### src/rtl/cht_pkg.sv
// ---------------------------------------------------------------------------
// cht_pkg
// Shared types, constants and helpers for the chained hash table engine.
// ---------------------------------------------------------------------------
package cht_pkg;

   localparam int BUCKETS  = 64;
   localparam int ENTRIES  = 64;
   localparam int BUCKET_W = (BUCKETS > 1) ? $clog2(BUCKETS) : 1;
   localparam int IDX_W    = (ENTRIES > 1) ? $clog2(ENTRIES) : 1;
   localparam int LINK_W   = $clog2(ENTRIES + 1);
   localparam int QDEPTH   = 2;
   localparam int QPTR_W   = (QDEPTH > 1) ? $clog2(QDEPTH) : 1;

   localparam logic [LINK_W-1:0] NULL_LINK = LINK_W'(ENTRIES);
   localparam logic [31:0] FNV_BASIS = 32'd2166136261;
   localparam logic [31:0] FNV_MULT  = 32'd16777619;

   localparam logic [1:0] FUNC_INSERT = 2'd0;
   localparam logic [1:0] FUNC_LOOKUP = 2'd1;
   localparam logic [1:0] FUNC_REMOVE = 2'd2;
   localparam logic [1:0] FUNC_UNDEF  = 2'd3;

   localparam logic [1:0] ST_OK       = 2'd0;
   localparam logic [1:0] ST_INVAL    = 2'd1;
   localparam logic [1:0] ST_NOTFOUND = 2'd2;
   localparam logic [1:0] ST_POOLFULL = 2'd3;

   typedef struct packed {
      logic [1:0]  func;
      logic [31:0] key;
      logic [31:0] value;
   } req_type;

   typedef struct packed {
      logic [1:0]  status;
      logic [31:0] found_value;
      logic [6:0]  occupancy;
   } rsp_type;

   typedef struct packed {
      logic [1:0]          func;
      logic [31:0]         key;
      logic [31:0]         value;
      logic [BUCKET_W-1:0] bucket;
      logic                bad;
   } job_type;

   typedef enum logic [2:0] {
      B_IDLE, B_HEAD, B_CMP, B_HIT, B_FREE, B_MISS, B_ALLOC, B_DONE
   } back_state_type;

   function automatic logic is_null(input logic [LINK_W-1:0] link);
      return link >= NULL_LINK;
   endfunction

   // After reset the free list runs from the last slot down to slot zero.
   function automatic logic [LINK_W-1:0] reset_link(input logic [IDX_W-1:0] idx);
      logic [LINK_W-1:0] wide;
      wide = LINK_W'(idx);
      return (idx == '0) ? NULL_LINK : wide - LINK_W'(1);
   endfunction

endpackage

### src/rtl/cht_fifo.sv
// ---------------------------------------------------------------------------
// cht_fifo
// Short queue of classified jobs between the front and back parts.
// ---------------------------------------------------------------------------
module cht_fifo (
   input  logic             clock,
   input  logic             reset,
   input  logic             push,
   input  cht_pkg::job_type push_data,
   output logic             full,
   input  logic             pop,
   output cht_pkg::job_type pop_data,
   output logic             empty
);
   cht_pkg::job_type                 mem_ff [cht_pkg::QDEPTH];
   logic [cht_pkg::QPTR_W-1:0]       wr_ff, wr_in, rd_ff, rd_in;
   logic [cht_pkg::QPTR_W:0]         cnt_ff, cnt_in;
   logic                             do_push, do_pop;

   assign full     = cnt_ff == (cht_pkg::QPTR_W+1)'(cht_pkg::QDEPTH);
   assign empty    = cnt_ff == '0;
   assign do_push  = push & ~full;
   assign do_pop   = pop & ~empty;
   assign pop_data = mem_ff[rd_ff];

   always_comb begin
      wr_in  = do_push ? wr_ff + cht_pkg::QPTR_W'(1) : wr_ff;
      rd_in  = do_pop ? rd_ff + cht_pkg::QPTR_W'(1) : rd_ff;
      cnt_in = cnt_ff;
      if (do_push && !do_pop) begin
         cnt_in = cnt_ff + (cht_pkg::QPTR_W+1)'(1);
      end else if (do_pop && !do_push) begin
         cnt_in = cnt_ff - (cht_pkg::QPTR_W+1)'(1);
      end
   end

   always_ff @(posedge clock) begin
      if (reset) begin
         wr_ff  <= '0;
         rd_ff  <= '0;
         cnt_ff <= '0;
      end else begin
         wr_ff  <= wr_in;
         rd_ff  <= rd_in;
         cnt_ff <= cnt_in;
      end
      if (do_push) begin
         mem_ff[wr_ff] <= push_data;
      end
   end
endmodule

### config.mk
export PLATFORM = sky130hd
export DESIGN_NAME = cht_fifo
export DESIGN_NICKNAME = d
export VERILOG_FILES = /design/src/rtl/cht_pkg.sv /design/src/rtl/cht_fifo.sv
export SDC_FILE = /design/constraint.sdc
export NUM_CORES = 1
export LEC_CHECK = 0
export CAP_MARGIN = 20
export CELL_PAD_IN_SITES_DETAIL_PLACEMENT = 0
export CELL_PAD_IN_SITES_GLOBAL_PLACEMENT = 2
export CORE_UTILIZATION = 40
export DETAILED_ROUTE_END_ITERATION = 10
export DONT_BUFFER_PORTS = 1
export PLACE_DENSITY = 0.68
export SKIP_LAST_GASP = 1
export SLEW_MARGIN = 20
export SYNTH_ARGS = -nofsm -noshare
export SYNTH_HDL_FRONTEND = slang
export SYNTH_SLANG_ARGS = --single-unit
### constraint.sdc
create_clock -name clock -period 4.1 [get_ports clock]
set_clock_uncertainty 0.1 [all_clocks]
set_input_delay 0.41 -clock clock [delete_from_list [all_inputs] [get_ports clock]]
set_output_delay 0.41 -clock clock [all_outputs]
set_load 0.02 [all_outputs]
**Word-level counts from Yosys, hierarchy flattened**

Memories as Yosys holds them, arrays and structs flattened. A register that Yosys moved wholly into a read port is not among the register bits.
Cells that the tools add are included.

- Register bits after elaboration: 4
- Logic and storage cells: 25
- Memories kept: 1
- RAM bits: 146
- Output and inout bits: 75
- Bits of input ports: 77

Memory list:

| memory | words | width | rd ports | clocked after Yosys merged registers in | write ports | line | RTL |
|---|---|---|---|---|---|---|---|
| mem_ff | 2 | 73 | 1 | 1 | 1 | cht_fifo.sv:15 | `cht_pkg::job_type mem_ff [cht_pkg::QDEPTH];` |

- Add/subtract/negate cells: 4
- Mux-type cells: 6
- Bitwise gates (word level): 4
- Reduce and logical (&&, ||, !) cells: 6
- Eq/ne operators: 1

Operators with widths:

| kind | number |
|---|---|
| 1-bit 2-to-1 mux | 4 |
| 2-bit 2-to-1 mux | 2 |
| 1-bit adder, second input constant | 2 |
| 2-bit by 1-bit adder with 2-bit output, second input constant | 1 |
| 1-bit AND | 2 |
| 2-bit == test, second input constant | 1 |
| 1-bit logical AND | 2 |
| 1-bit zero test | 2 |
| 2-bit zero test | 1 |
| 1-bit inverter | 2 |
| 2-bit nonzero test | 1 |
| 2-bit by 1-bit subtractor with 2-bit output, second input constant | 1 |

**Longest topological paths before layout**

- Word-level depth: 7
- Gate-level depth with buffers: 6
- Depth with buffers taken out: 6

**Worst setup path before layout**

Ideal clock, no wire load.

- Kind: register -> register
- From: register cnt_ff[1] (netlist name)
- To: memory mem_ff[1][0] (netlist name) (enable)
- Stages on the path, launching flop included: 4
- Arrival: 2.376 ns
- Setup slack: 1.185 ns
- Data required time: 3.561 ns
- Buffers on the path: 0
- Library setup time: 0.439 ns
- Clock period less this slack: 2.915 ns
- Path through: dfxtp_1 > nor2b_2 > nor2_1 > and2_1

- Cells in the longest elaborated chain, start to end: 5

Ends and longest elaborated chain:

| item | line | RTL |
|---|---|---|
| start: declaration | cht_fifo.sv:17 | `logic [cht_pkg::QPTR_W:0] cnt_ff, cnt_in;` |
| start signal: assignment | cht_fifo.sv:45 | `cnt_ff <= cnt_in;` |
| 2-bit == test | cht_fifo.sv:20 | `assign full = cnt_ff == (cht_pkg::QPTR_W+1)'(cht_pkg::QDEPTH);` |
| named net full | cht_fifo.sv:10 | `output logic full,` |
| 1-bit inverter | cht_fifo.sv:22 | `assign do_push = push & ~full;` |
| 1-bit AND | cht_fifo.sv:22 |  |
| named net do_push | cht_fifo.sv:18 | `logic do_push, do_pop;` |
| 1-bit 2-to-1 mux | cht_fifo.sv:47 | `if (do_push) begin` |
| 1-bit 2-to-1 mux (implied by the code) | cht_fifo.sv:48 | `mem_ff[wr_ff] <= push_data;` |
| end: declaration | cht_fifo.sv:15 |  |

The timed path passes the listed nets, and every way through them passes these cells.

==> metrics.cfg <==
[outcome]
outcome=complete, no violations

[power_and_ir_drop]
p_leak_nw=2.37
max-vdd-ir-drop_uv=380
power.density_nw_per_um2=666

[synth]
yosysTopAreaCell=edfxtp_1
synth.distinct_cells=14
synth-seq-cells=151
synth.top_cell.area_share_pct=80.0
netlist_instances=252
yosysSeqAreaShare_pct=81.8
yosysWarningCount=0
synthesis.area_um2=5480
yosys-top-cells-area=edfxtp_1 (80%), mux2_2 (15%), dfxtp_1 (1.8%)
synth.avg_cell_area_um2=21.8
syn_nets=330

[clock_network]
cts_tree=built
clk_pin_slew_ps=60
clk_latency_ps=410
cts_buffer_depth=2
htreeDepth=4
cts_buffers=17
post_cts_buffers=0
cts-root-buf=clkbuf_16
cts_num_sinks=151

[sta]
worst_pin_slew_ps=1010
fmax_mhz=409
slew-limit-headroom_pct=32.5
grt_setup_unrepaired=no
finalSetupTns_ps=0
layout_min_cycle_time_ps=2450
setup_ws_ps=1650
slew_violations=0
setup_violations=0
period_share_pct=59.6
hold_viol=0

[drt]
drt-total-wl_um=9050
drc=0
antenna_left=0
num_vias=2538
via_per_inst=4.81
drt_iter0_drc=118
first_pass_iters=4
avgRoutedWirePerCell_um=17.1

[worst_setup_path]
crit_type=reg2out
slowest_stage=dfxtp_4
max_stage_delay_ps=1000
crit_arrival_ps=1940
crit_path_end_kind=output port
startpoint_type=register
crit_required_ps=3590
path_cells=mux2_2
crit_buf_inv=0
crit_fanout=73
rr_startpoint=cnt_ff[0]$_SDFFE_PP0P_
cp_top_family=flip-flops

[global_routing]
grt_pass1_vias=2779
grt_start_max_net_pins=74
grtUsageTotal_pct=13.8
grt_pass1_wl_um=14200
antenna_found_initial=0
gr-total-overflow=0

[die]
start_util_pct=41.2
io_pins=152
die_width_um=119
die-area_um2=14200
core_um2=13300
die_h_um=119
rows=42

[layout]
nFillCells=1075
fin_nets=417
n_antenna_cell=0
final-instance-count-excl-fill=528
drive_gt1_share_pct=31.5
area_growth_pct=29.0
final_util_pct=53.2
post-route-cell-area_um2=7070

[place]
place.gp.congestion=0.699
post-place-cells=422
dp_hpwl_um=5340
post-place-ws_ps=1860
place_area_um2=5670
io_buffer_count=0

[hold_path]
hp-start=push
hp-class=in2reg

[run]
maxCapViolCount=0

[synth_stat cells]
master    instances
edfxtp_1        146
mux2_2           73
a21oi_1           2
ha_1              1
or3_1             2
and2_1            1
buf_2             1
nor2b_2           1
buf_4             7
inv_1             2
nor2_1            5
o21ai_0           3
dfxtp_1           5
xor2_1            3
[kinds of logic (layout without fill, tap and decap cells)]
kind of cell             count (synthesis)  count (layout)  share of synthesized area (%)
AND/OR/NAND/NOR                          9               9                          0.845
XOR/XNOR                                 3               3                          0.479
buffers and inverters                   10             110                           1.19
flip-flops                             151             151                           81.8
AO/OA/AOI/OAI                            5               5                          0.456
adder cells (fa/ha/maj)                  1               1                          0.228
multiplexers                            73              73                           15.0
[cell type report]
class	instances	area, um2	area share (%)
Timing Repair Buffer	76	756	10.7
Clock inverter	14	223	3.15
Inverter	2	8.76	0.124
Tap cell	176	220	3.12
Clock buffer	18	439	6.21
Sequential cell	151	4490	63.5
Multi-Input combinational cell	91	935	13.2
[state kept, by name, summed over array words and instances, names as in the netlist, named ones only]
signal	count
mem_ff	146
cnt_ff	2
rd_ff	1
wr_ff	1
[final timing paths]
kind	end	slack, ps	cells after the start
setup / recovery	pop_data[16]	1650	1
hold / removal	wr_ff$_SDFFE_PP0P_	190	3
setup reg to reg	mem_ff[0][1]$_DFFE_PP_	1890	4
hold reg to reg	wr_ff$_SDFFE_PP0P_	390	2
[metrics by stage]
| stage | power [mW] | hold slack [ps] |
|---|---|---|
| global placement | 3.00 | 374 |
| floorplan | 2.88 | 352 |
| CTS | 4.79 | 165 |
| global route | 4.90 | 211 |
| finish | 4.71 | 194 |
| detailed placement | 3.01 | 375 |
[report_power, final]
group / internal [mW] / total [mW] / switching (mW)
registers: 1.94 / 2.09 / 0.147
logic: 0.345 / 0.930 / 0.585
clock network: 1.10 / 1.69 / 0.590
total: 3.39 / 4.71 / 1.32
[per-layer routing]
| metal | wire length, um | global-route usage, % |
|---|---|---|
| met1 | 3450 | 14.5 |
| met2 | 4760 | 23.4 |
| met3 | 686 | 5.80 |
| met4 | 150 | 7.44 |
| met5 | 0 | 0 |
[layout by cell type (no fill, tap or decap), drive strengths merged]
cell           n
or3            2
xor2           3
clkinvlp       2
mux2          73
bufinv         5
o21ai          3
clkbuf        18
dfxtp          5
edfxtp       146
a21oi          2
nor2b          1
dlygate4sd3   74
nor2           5
inv            3
clkinv         6
buf            2
and2           1
ha             1
[repair_timing]
item	4_1_cts	5_1_grt
hold buffers	74	0
hold endpoints to repair	151	0
setup endpoints to repair	0	0
resized for setup	0	0
No activity file was read; power rests on OpenSTA's default activity.
