## config.mk

```make
export PLATFORM = sky130hd
export DESIGN_NAME = cht_front
export DESIGN_NICKNAME = d
export VERILOG_FILES = /design/src/rtl/cht_pkg.sv /design/src/rtl/cht_front.sv
export SDC_FILE = /design/constraint.sdc
export NUM_CORES = 1
export LEC_CHECK = 0
export ABC_AREA = 0
export BUFFER_PORTS_ARGS = -buffer_cell sky130_fd_sc_hd__buf_2
export CAP_MARGIN = 0
export CORE_MARGIN = 10
export CORE_UTILIZATION = 35
export CTS_CLUSTER_DIAMETER = 120
export DETAILED_ROUTE_END_ITERATION = 7
export PLACE_DENSITY_LB_ADDON = 0.15
export SLEW_MARGIN = 25
export SYNTH_ARGS = -nofsm -noshare
export SYNTH_HDL_FRONTEND = slang
export SYNTH_SLANG_ARGS = --single-unit
```

## constraint.sdc

```tcl
create_clock -name clock -period 3.6 [get_ports clock]
set_input_delay 0.36 -clock clock [delete_from_list [all_inputs] [get_ports clock]]
set_output_delay 0.36 -clock clock [all_outputs]
set_load 0.02 [all_outputs]
```

## src/rtl/cht_pkg.sv

```systemverilog
// ---------------------------------------------------------------------------
// cht_pkg
// Shared types, constants and helpers for the chained hash table engine.
// ---------------------------------------------------------------------------
package cht_pkg;

   localparam int BUCKETS  = 64;
   localparam int ENTRIES  = 64;
   localparam int BUCKET_W = (BUCKETS > 1) ? $clog2(BUCKETS) : 1;
   localparam int IDX_W    = (ENTRIES > 1) ? $clog2(ENTRIES) : 1;
   localparam int LINK_W   = $clog2(ENTRIES + 1);
   localparam int QDEPTH   = 2;
   localparam int QPTR_W   = (QDEPTH > 1) ? $clog2(QDEPTH) : 1;

   localparam logic [LINK_W-1:0] NULL_LINK = LINK_W'(ENTRIES);
   localparam logic [31:0] FNV_BASIS = 32'd2166136261;
   localparam logic [31:0] FNV_MULT  = 32'd16777619;

   localparam logic [1:0] FUNC_INSERT = 2'd0;
   localparam logic [1:0] FUNC_LOOKUP = 2'd1;
   localparam logic [1:0] FUNC_REMOVE = 2'd2;
   localparam logic [1:0] FUNC_UNDEF  = 2'd3;

   localparam logic [1:0] ST_OK       = 2'd0;
   localparam logic [1:0] ST_INVAL    = 2'd1;
   localparam logic [1:0] ST_NOTFOUND = 2'd2;
   localparam logic [1:0] ST_POOLFULL = 2'd3;

   typedef struct packed {
      logic [1:0]  func;
      logic [31:0] key;
      logic [31:0] value;
   } req_type;

   typedef struct packed {
      logic [1:0]  status;
      logic [31:0] found_value;
      logic [6:0]  occupancy;
   } rsp_type;

   typedef struct packed {
      logic [1:0]          func;
      logic [31:0]         key;
      logic [31:0]         value;
      logic [BUCKET_W-1:0] bucket;
      logic                bad;
   } job_type;

   typedef enum logic [2:0] {
      B_IDLE, B_HEAD, B_CMP, B_HIT, B_FREE, B_MISS, B_ALLOC, B_DONE
   } back_state_type;

   function automatic logic is_null(input logic [LINK_W-1:0] link);
      return link >= NULL_LINK;
   endfunction

   // After reset the free list runs from the last slot down to slot zero.
   function automatic logic [LINK_W-1:0] reset_link(input logic [IDX_W-1:0] idx);
      logic [LINK_W-1:0] wide;
      wide = LINK_W'(idx);
      return (idx == '0) ? NULL_LINK : wide - LINK_W'(1);
   endfunction

endpackage

```

## src/rtl/cht_front.sv

```systemverilog
// ---------------------------------------------------------------------------
// cht_front
// Accepts requests, checks arguments and hashes the key with FNV-1a,
// one byte per cycle, then hands the job to the queue.
// ---------------------------------------------------------------------------
module cht_front (
   input  logic             clock,
   input  logic             reset,
   input  logic             req_valid,
   output logic             req_stall,
   input  cht_pkg::req_type req_data,
   output logic             push,
   output cht_pkg::job_type push_data,
   input  logic             full
);
   logic             busy_ff, busy_in, hashing_ff, hashing_in;
   logic [1:0]       byte_ff, byte_in;
   logic [31:0]      hash_ff, hash_in, mix;
   logic [31:0]      prod;
   logic [7:0]       kbyte;
   cht_pkg::job_type job_ff, job_in;
   logic             accept;

   assign req_stall = busy_ff;
   assign accept    = req_valid & ~busy_ff;
   assign kbyte     = job_ff.key[8*byte_ff +: 8];
   assign mix       = hash_ff ^ {24'd0, kbyte};
   assign prod      = mix * cht_pkg::FNV_MULT;
   assign push      = busy_ff & ~hashing_ff;

   always_comb begin
      push_data        = job_ff;
      push_data.bucket = hash_ff[cht_pkg::BUCKET_W-1:0];
   end

   always_comb begin
      busy_in    = busy_ff;
      hashing_in = hashing_ff;
      byte_in    = byte_ff;
      hash_in    = hash_ff;
      job_in     = job_ff;
      if (accept) begin
         busy_in      = 1'b1;
         hashing_in   = 1'b1;
         byte_in      = 2'd0;
         hash_in      = cht_pkg::FNV_BASIS;
         job_in.func  = req_data.func;
         job_in.key   = req_data.key;
         job_in.value = req_data.value;
         job_in.bucket = '0;
         job_in.bad   = (req_data.key == 32'd0) ||
                        (req_data.func != cht_pkg::FUNC_INSERT &&
                         req_data.func != cht_pkg::FUNC_LOOKUP &&
                         req_data.func != cht_pkg::FUNC_REMOVE) ||
                        (req_data.func == cht_pkg::FUNC_INSERT && req_data.value == 32'd0);
      end else if (hashing_ff) begin
         hash_in = prod;
         byte_in = byte_ff + 2'd1;
         if (byte_ff == 2'd3) begin
            hashing_in = 1'b0;
         end
      end else if (busy_ff && !full) begin
         busy_in = 1'b0;
      end
   end

   always_ff @(posedge clock) begin
      if (reset) begin
         busy_ff    <= 1'b0;
         hashing_ff <= 1'b0;
      end else begin
         busy_ff    <= busy_in;
         hashing_ff <= hashing_in;
      end
      byte_ff <= byte_in;
      hash_ff <= hash_in;
      job_ff  <= job_in;
   end
endmodule

```

=== Word-level counts from Yosys, hierarchy flattened ===
Cells that the tools add are included.
Widths: inputs -> output; s select.

* Bits in registers: 103
* Input bits: 70
* Output and inout bits: 75
* Logic and storage cells: 39

* $add $sub $neg: 1
* $mul: 1
* Equality and inequality tests: 4
* Shift operators: 1
* Muxes and demuxes: 6
* Bitwise logic cells: 5
* Reduce and logical (&&, ||, !) cells: 13

{| class="wikitable"
|+ Operator list
! operator !! count
|-
| $logic_not 32->1 || 2
|-
| $mul 32x25->32 const B || 1
|-
| $shiftx 32x6->8 || 1
|-
| $xor 32x8->32 || 1
|-
| $mux 1 || 6
|-
| $logic_and 1x1->1 || 4
|-
| $ne 2x1->1 const B || 2
|-
| $reduce_bool 2->1 || 2
|-
| $add 2x1->2 const B || 1
|-
| $and 1x1->1 || 2
|-
| $eq 2x2->1 const B || 1
|-
| $logic_not 2->1 || 1
|-
| $logic_or 1x1->1 || 2
|-
| $ne 2x2->1 const B || 1
|-
| $not 1->1 || 2
|-
| $reduce_and 2->1 || 1
|-
| $logic_not 1->1 || 1
|}

=== Logic depth before layout (Yosys ltp) ===
* Word-level depth: 5
* Gate-level depth with buffers: 14
* Depth with buffers taken out: 13

=== Worst setup path before layout ===
Ideal clock, no wire load.

* Path kind: register to register
* Start point: register byte_ff[0]
* End point: register hash_ff[5]
* Setup time: 0.124 ns
* Data arrival time: 3.340 ns
* Required time: 3.476 ns
* Setup slack: 0.136 ns
* Cell stages (with the launch flop): 15
* Buffers on the path: 1
* Period minus slack after synthesis: 3.464 ns
* Cells stage by stage: dfxtp_1 buf_6 mux4_1 xnor2_1 inv_1 ha_1 ha_1 ha_1 inv_1 fa_1 xnor3_1 xnor2_1 xnor2_1 nor3b_1 nor3_2

* Cells in the longest elaborated chain, start to end: 3

{| class="wikitable"
|+ RTL lines
! item !! RTL line !! RTL
|-
| from (decl) || cht_front.sv:17 || <nowiki>logic [1:0] byte_ff, byte_in;</nowiki>
|-
| from (signal assigned) || cht_front.sv:75 || <nowiki>byte_ff <= byte_in;</nowiki>
|-
| $shiftx 32x6->8 || cht_front.sv:26 || <nowiki>assign kbyte = job_ff.key[8*byte_ff +: 8];</nowiki>
|-
| $xor 32x8->32 || cht_front.sv:27 || <nowiki>assign mix = hash_ff ^ {24'd0, kbyte};</nowiki>
|-
| $mul 32x25->32 || cht_front.sv:28 || <nowiki>assign prod = mix * cht_pkg::FNV_MULT;</nowiki>
|-
| to (signal assigned) || cht_front.sv:76 || <nowiki>hash_ff <= hash_in;</nowiki>
|-
| to (decl) || cht_front.sv:18 || <nowiki>logic [31:0] hash_ff, hash_in, mix;</nowiki>
|}

No other way between the ends.
A chain may end at the register's enable or synchronous reset.

=== Worst setup path after layout ===
Ends and elaborated chain as after synthesis.

==> results by group <==
Logic synthesis
  • Synth Flop Type: edfxtp_1
  • Warning count from the yosys run: 0
  • Net Count, Synth: 243
  • Cells after Synth: 164
  • Seq/Total Area, Yosys: 74.4%
  • #FFs+latches synth: 77
  • EDFF count, synth: 67
  • Yosys top cell by area: edfxtp_1
  • Netlist cell types: 30
  • Top cells by area, synth: edfxtp_1 68%, dfxtp_1 6.7%, mux4_1 3.5%
  • Synth top area share: 67.6%
  • Avg Inst Size Synth: 18.1 µm²
  • Synth async-reset ratio: 0%
  • Netlist Area Pre-Place: 2970 µm²

Finish
  • Commonest non-fill, non-tap cell in the layout: buf_2
  • Most frequent cells in the layout: 144 x buf_2, 67 x edfxtp_1, 15 x nor4_1, 9 x dfxtp_1, 9 x clkbuf_8
  • Diodes inserted: 0
  • Number of nets in the layout: 400
  • Area grow syn2layout: 35.3%
  • Share of cells above drive strength 1: 53.1%

Worst hold path
  • Hold depth: 2
  • WHS Endpoint: hashing_ff
  • HP Class: in -> reg
  • Hold Startpoint: reset

STA
  • Period utilization: 94.4%
  • Clock Skew: 0.00674 ns
  • Hold WS: 0.180 ns
  • Slew headroom: 60.1%
  • Final setup vio count: 0
  • Fin Setup TNS: 0 ns
  • Measured slew at the worst slew-check pin: 0.598 ns
  • Fmax: 294 MHz
  • Fin. max-slew vios: 0
  • Final hold viol count: 0
  • Final worst path period need: 3.40 ns
  • Unrepaired setup endpoints after global routing: no

Place
  • GP Congestion: 0.780
  • Half-perimeter wire length after placement: 6.81 mm
  • Port Buf Inserts: 144

Route
  • ANT nets after route: 0
  • Routed len/inst: 19.6 µm
  • Drt drc: 0
  • Vias per cell: 4.73
  • Vias: 2039
  • Final wirelength: 8.46 mm
  • Initial DRT Pass Iterations: 4
  • Initial DRC Count: 72

CTS
  • Hold Buf Count CTS: 0
  • Clk buf depth: 2
  • Clock sink count: 77
  • CTS H-tree depth: 3
  • CTS tree: yes
  • CTS buffer count: 9
  • Worst skew pair latency: 0.34 ns
  • CTS root buf: clkbuf_8
  • Clock Pin Slew Worst Setup and Hold Paths: 0.08 ns

Power
  • Combinational share of power: 31.4%
  • Leakage: 0.00168 µW
  • Sequential Power Share: 45.3%
  • Clk network pwr share: 23.3%
  • Total power: 2450 µW
  • Sw Ratio: 32.2%
  • P_int: 1660 µW
  • Worst vdd ir: 0.203 mV
  • Switching pwr: 790 µW
  • Pwr dens: 610 nW/µm²

Floorplan
  • Die Wd: 112 µm
  • Die height: 112 µm
  • I/O pin cnt: 145
  • Initial Util: 36.0%
  • CORE AREA: 8260 µm²
  • Std-Cell Rows: 33
  • Die Footprint: 12600 µm²

Global route
  • M1 GR Usage: 13.7%
  • First-pass GRT wire length: 13.0 mm
  • Vias in the first global route: 2331
  • Met3 global-route usage: 6.28%
  • Grt ovf: 0
  • Global routing met2 resource utilization: 23.0%
  • GRT busiest layer: met2
  • Initial antenna violation count: 0
  • Gr usage total: 13.3%
  • Largest net degree at the start of global routing: 41

Worst setup path
  • Crit. End Element: flop
  • Crit-path slowest cell: mux4_1
  • Critical-path cell list: mux4_1 > xnor2_1 > inv_1 > ha_1 > ha_1 > ha_1 > inv_1 > fa_1 > xnor3_1 > xnor2_1 > xnor2_1 > nor3b_1 > nor3_2
  • Worst path required time: 3.84 ns
  • Worst stage delay on the critical path: 0.58 ns
  • Flop-to-flop setup slack: 0.20 ns
  • CP Max Fanout: 4
  • WP data arrival: 3.64 ns
  • Reg2reg path depth: 13
  • R2R Path End: hash_ff[5]
  • Reg-to-Reg Start: byte_ff[0]
  • Critical path class: reg -> reg
  • Crit start category: flop

Flow run
  • Max_cap viols: 0

Run status
  • Status: finished, final reports clean
==> synth_stat cells (2+ instances only) <==
cell / count
mux4_1: 4
a21oi_1: 4
or4_1: 2
ha_1: 8
nand2b_1: 2
dfxtp_1: 10
edfxtp_1: 67
o21ai_0: 4
mux4_2: 2
inv_1: 6
xnor2_1: 6
xor2_1: 5
mux2i_1: 4
nand4_1: 3
nor4_1: 15
nor2_1: 8
==> flip-flops by register name, summed over array words and instances, names as in the netlist <==
register,count
byte_ff,2
push_data,67
hashing_ff,1
req_stall,1
hash_ff,6
==> metal layers <==
| metal | vias to the layer above | routed length, µm |
|---|---|---|
| li1 | 966 | - |
| met1 | 987 | 3030 |
| met2 | 74 | 4570 |
| met3 | 12 | 725 |
| met4 | 0 | 125 |
| met5 | - | 0 |
==> critical path: cells and delay by family, from the launching register on <==
family,cells,cell delay (ns)
DFF,1,0.37
muxes,1,0.58
adders and majority gates,4,1.25
buffers and inverters,2,0.11
xor gates and xnor gates,4,0.67
and+or+nand+nor,2,0.29
==> power groups by stage <==
stage	clock, µW	combinational [µW]	sequential (µW)
final	573	770	1110
after floorplan	0	454	1210
after CTS	596	784	1110
after detailed placement	0	776	1130
after global routing	637	870	1120
after global placement	0	763	1130
==> worst max-delay path by stage <==
| stage | start | end | slack [ns] | cells past startpoint |
|---|---|---|---|---|
| detailed placement | byte_ff[0] | hash_ff[5] | 0.15 | 13 |
| global placement | byte_ff[0] | hash_ff[5] | 0.18 | 13 |
| floorplan | byte_ff[0] | hash_ff[5] | 0.14 | 14 |
| global route | byte_ff[0] | hash_ff[5] | 0.01 | 13 |
| CTS | byte_ff[0] | hash_ff[5] | 0.12 | 12 |
| finish | byte_ff[0] | hash_ff[5] | 0.20 | 13 |
==> metrics by stage <==
| step | cells | cell area, µm² | util, % | worst slack, ns |
|---|---|---|---|---|
| 3_3_place_gp | 415 | 3840 | 46.6 | 0.185 |
| 3_5_place_dp | 415 | 3840 | 46.6 | 0.151 |
| 5_1_grt | 431 | 4020 | 48.7 | 0.0118 |
| 2_1_floorplan | 164 | 2970 | - | 0.136 |
| 4_1_cts | 431 | 4010 | 48.6 | 0.118 |
| 6_report | 431 | 4020 | 48.7 | 0.200 |
==> area by class of cell <==
| class | count | area [µm²] |
|---|---|---|
| Clock buffer | 10 | 128 |
| Clock inverter | 6 | 38.8 |
| Fill cell | 749 | 4230 |
| Inverter | 6 | 22.5 |
| Multi-Input combinational cell | 78 | 732 |
| Sequential cell | 77 | 2210 |
| Tap cell | 105 | 131 |
| Timing Repair Buffer | 149 | 758 |
==> logic make-up after synthesis <==
kind of cell / after synthesis / synth area share, %
flops: 77 / 74.4
simple gates: 37 / 7.28
xor+xnor: 13 / 4.92
mux: 10 / 6.39
compound gates: 9 / 1.60
buf+inv: 9 / 1.39
fa+ha+maj: 9 / 4.04
==> what timing repair did <==
action,CTS,global route
setup buffers,0,0
endpoints found under the setup margin,0,1
resized for setup,0,4
hold endpoints to repair,0,0
Power figures use the tool's default switching activity.
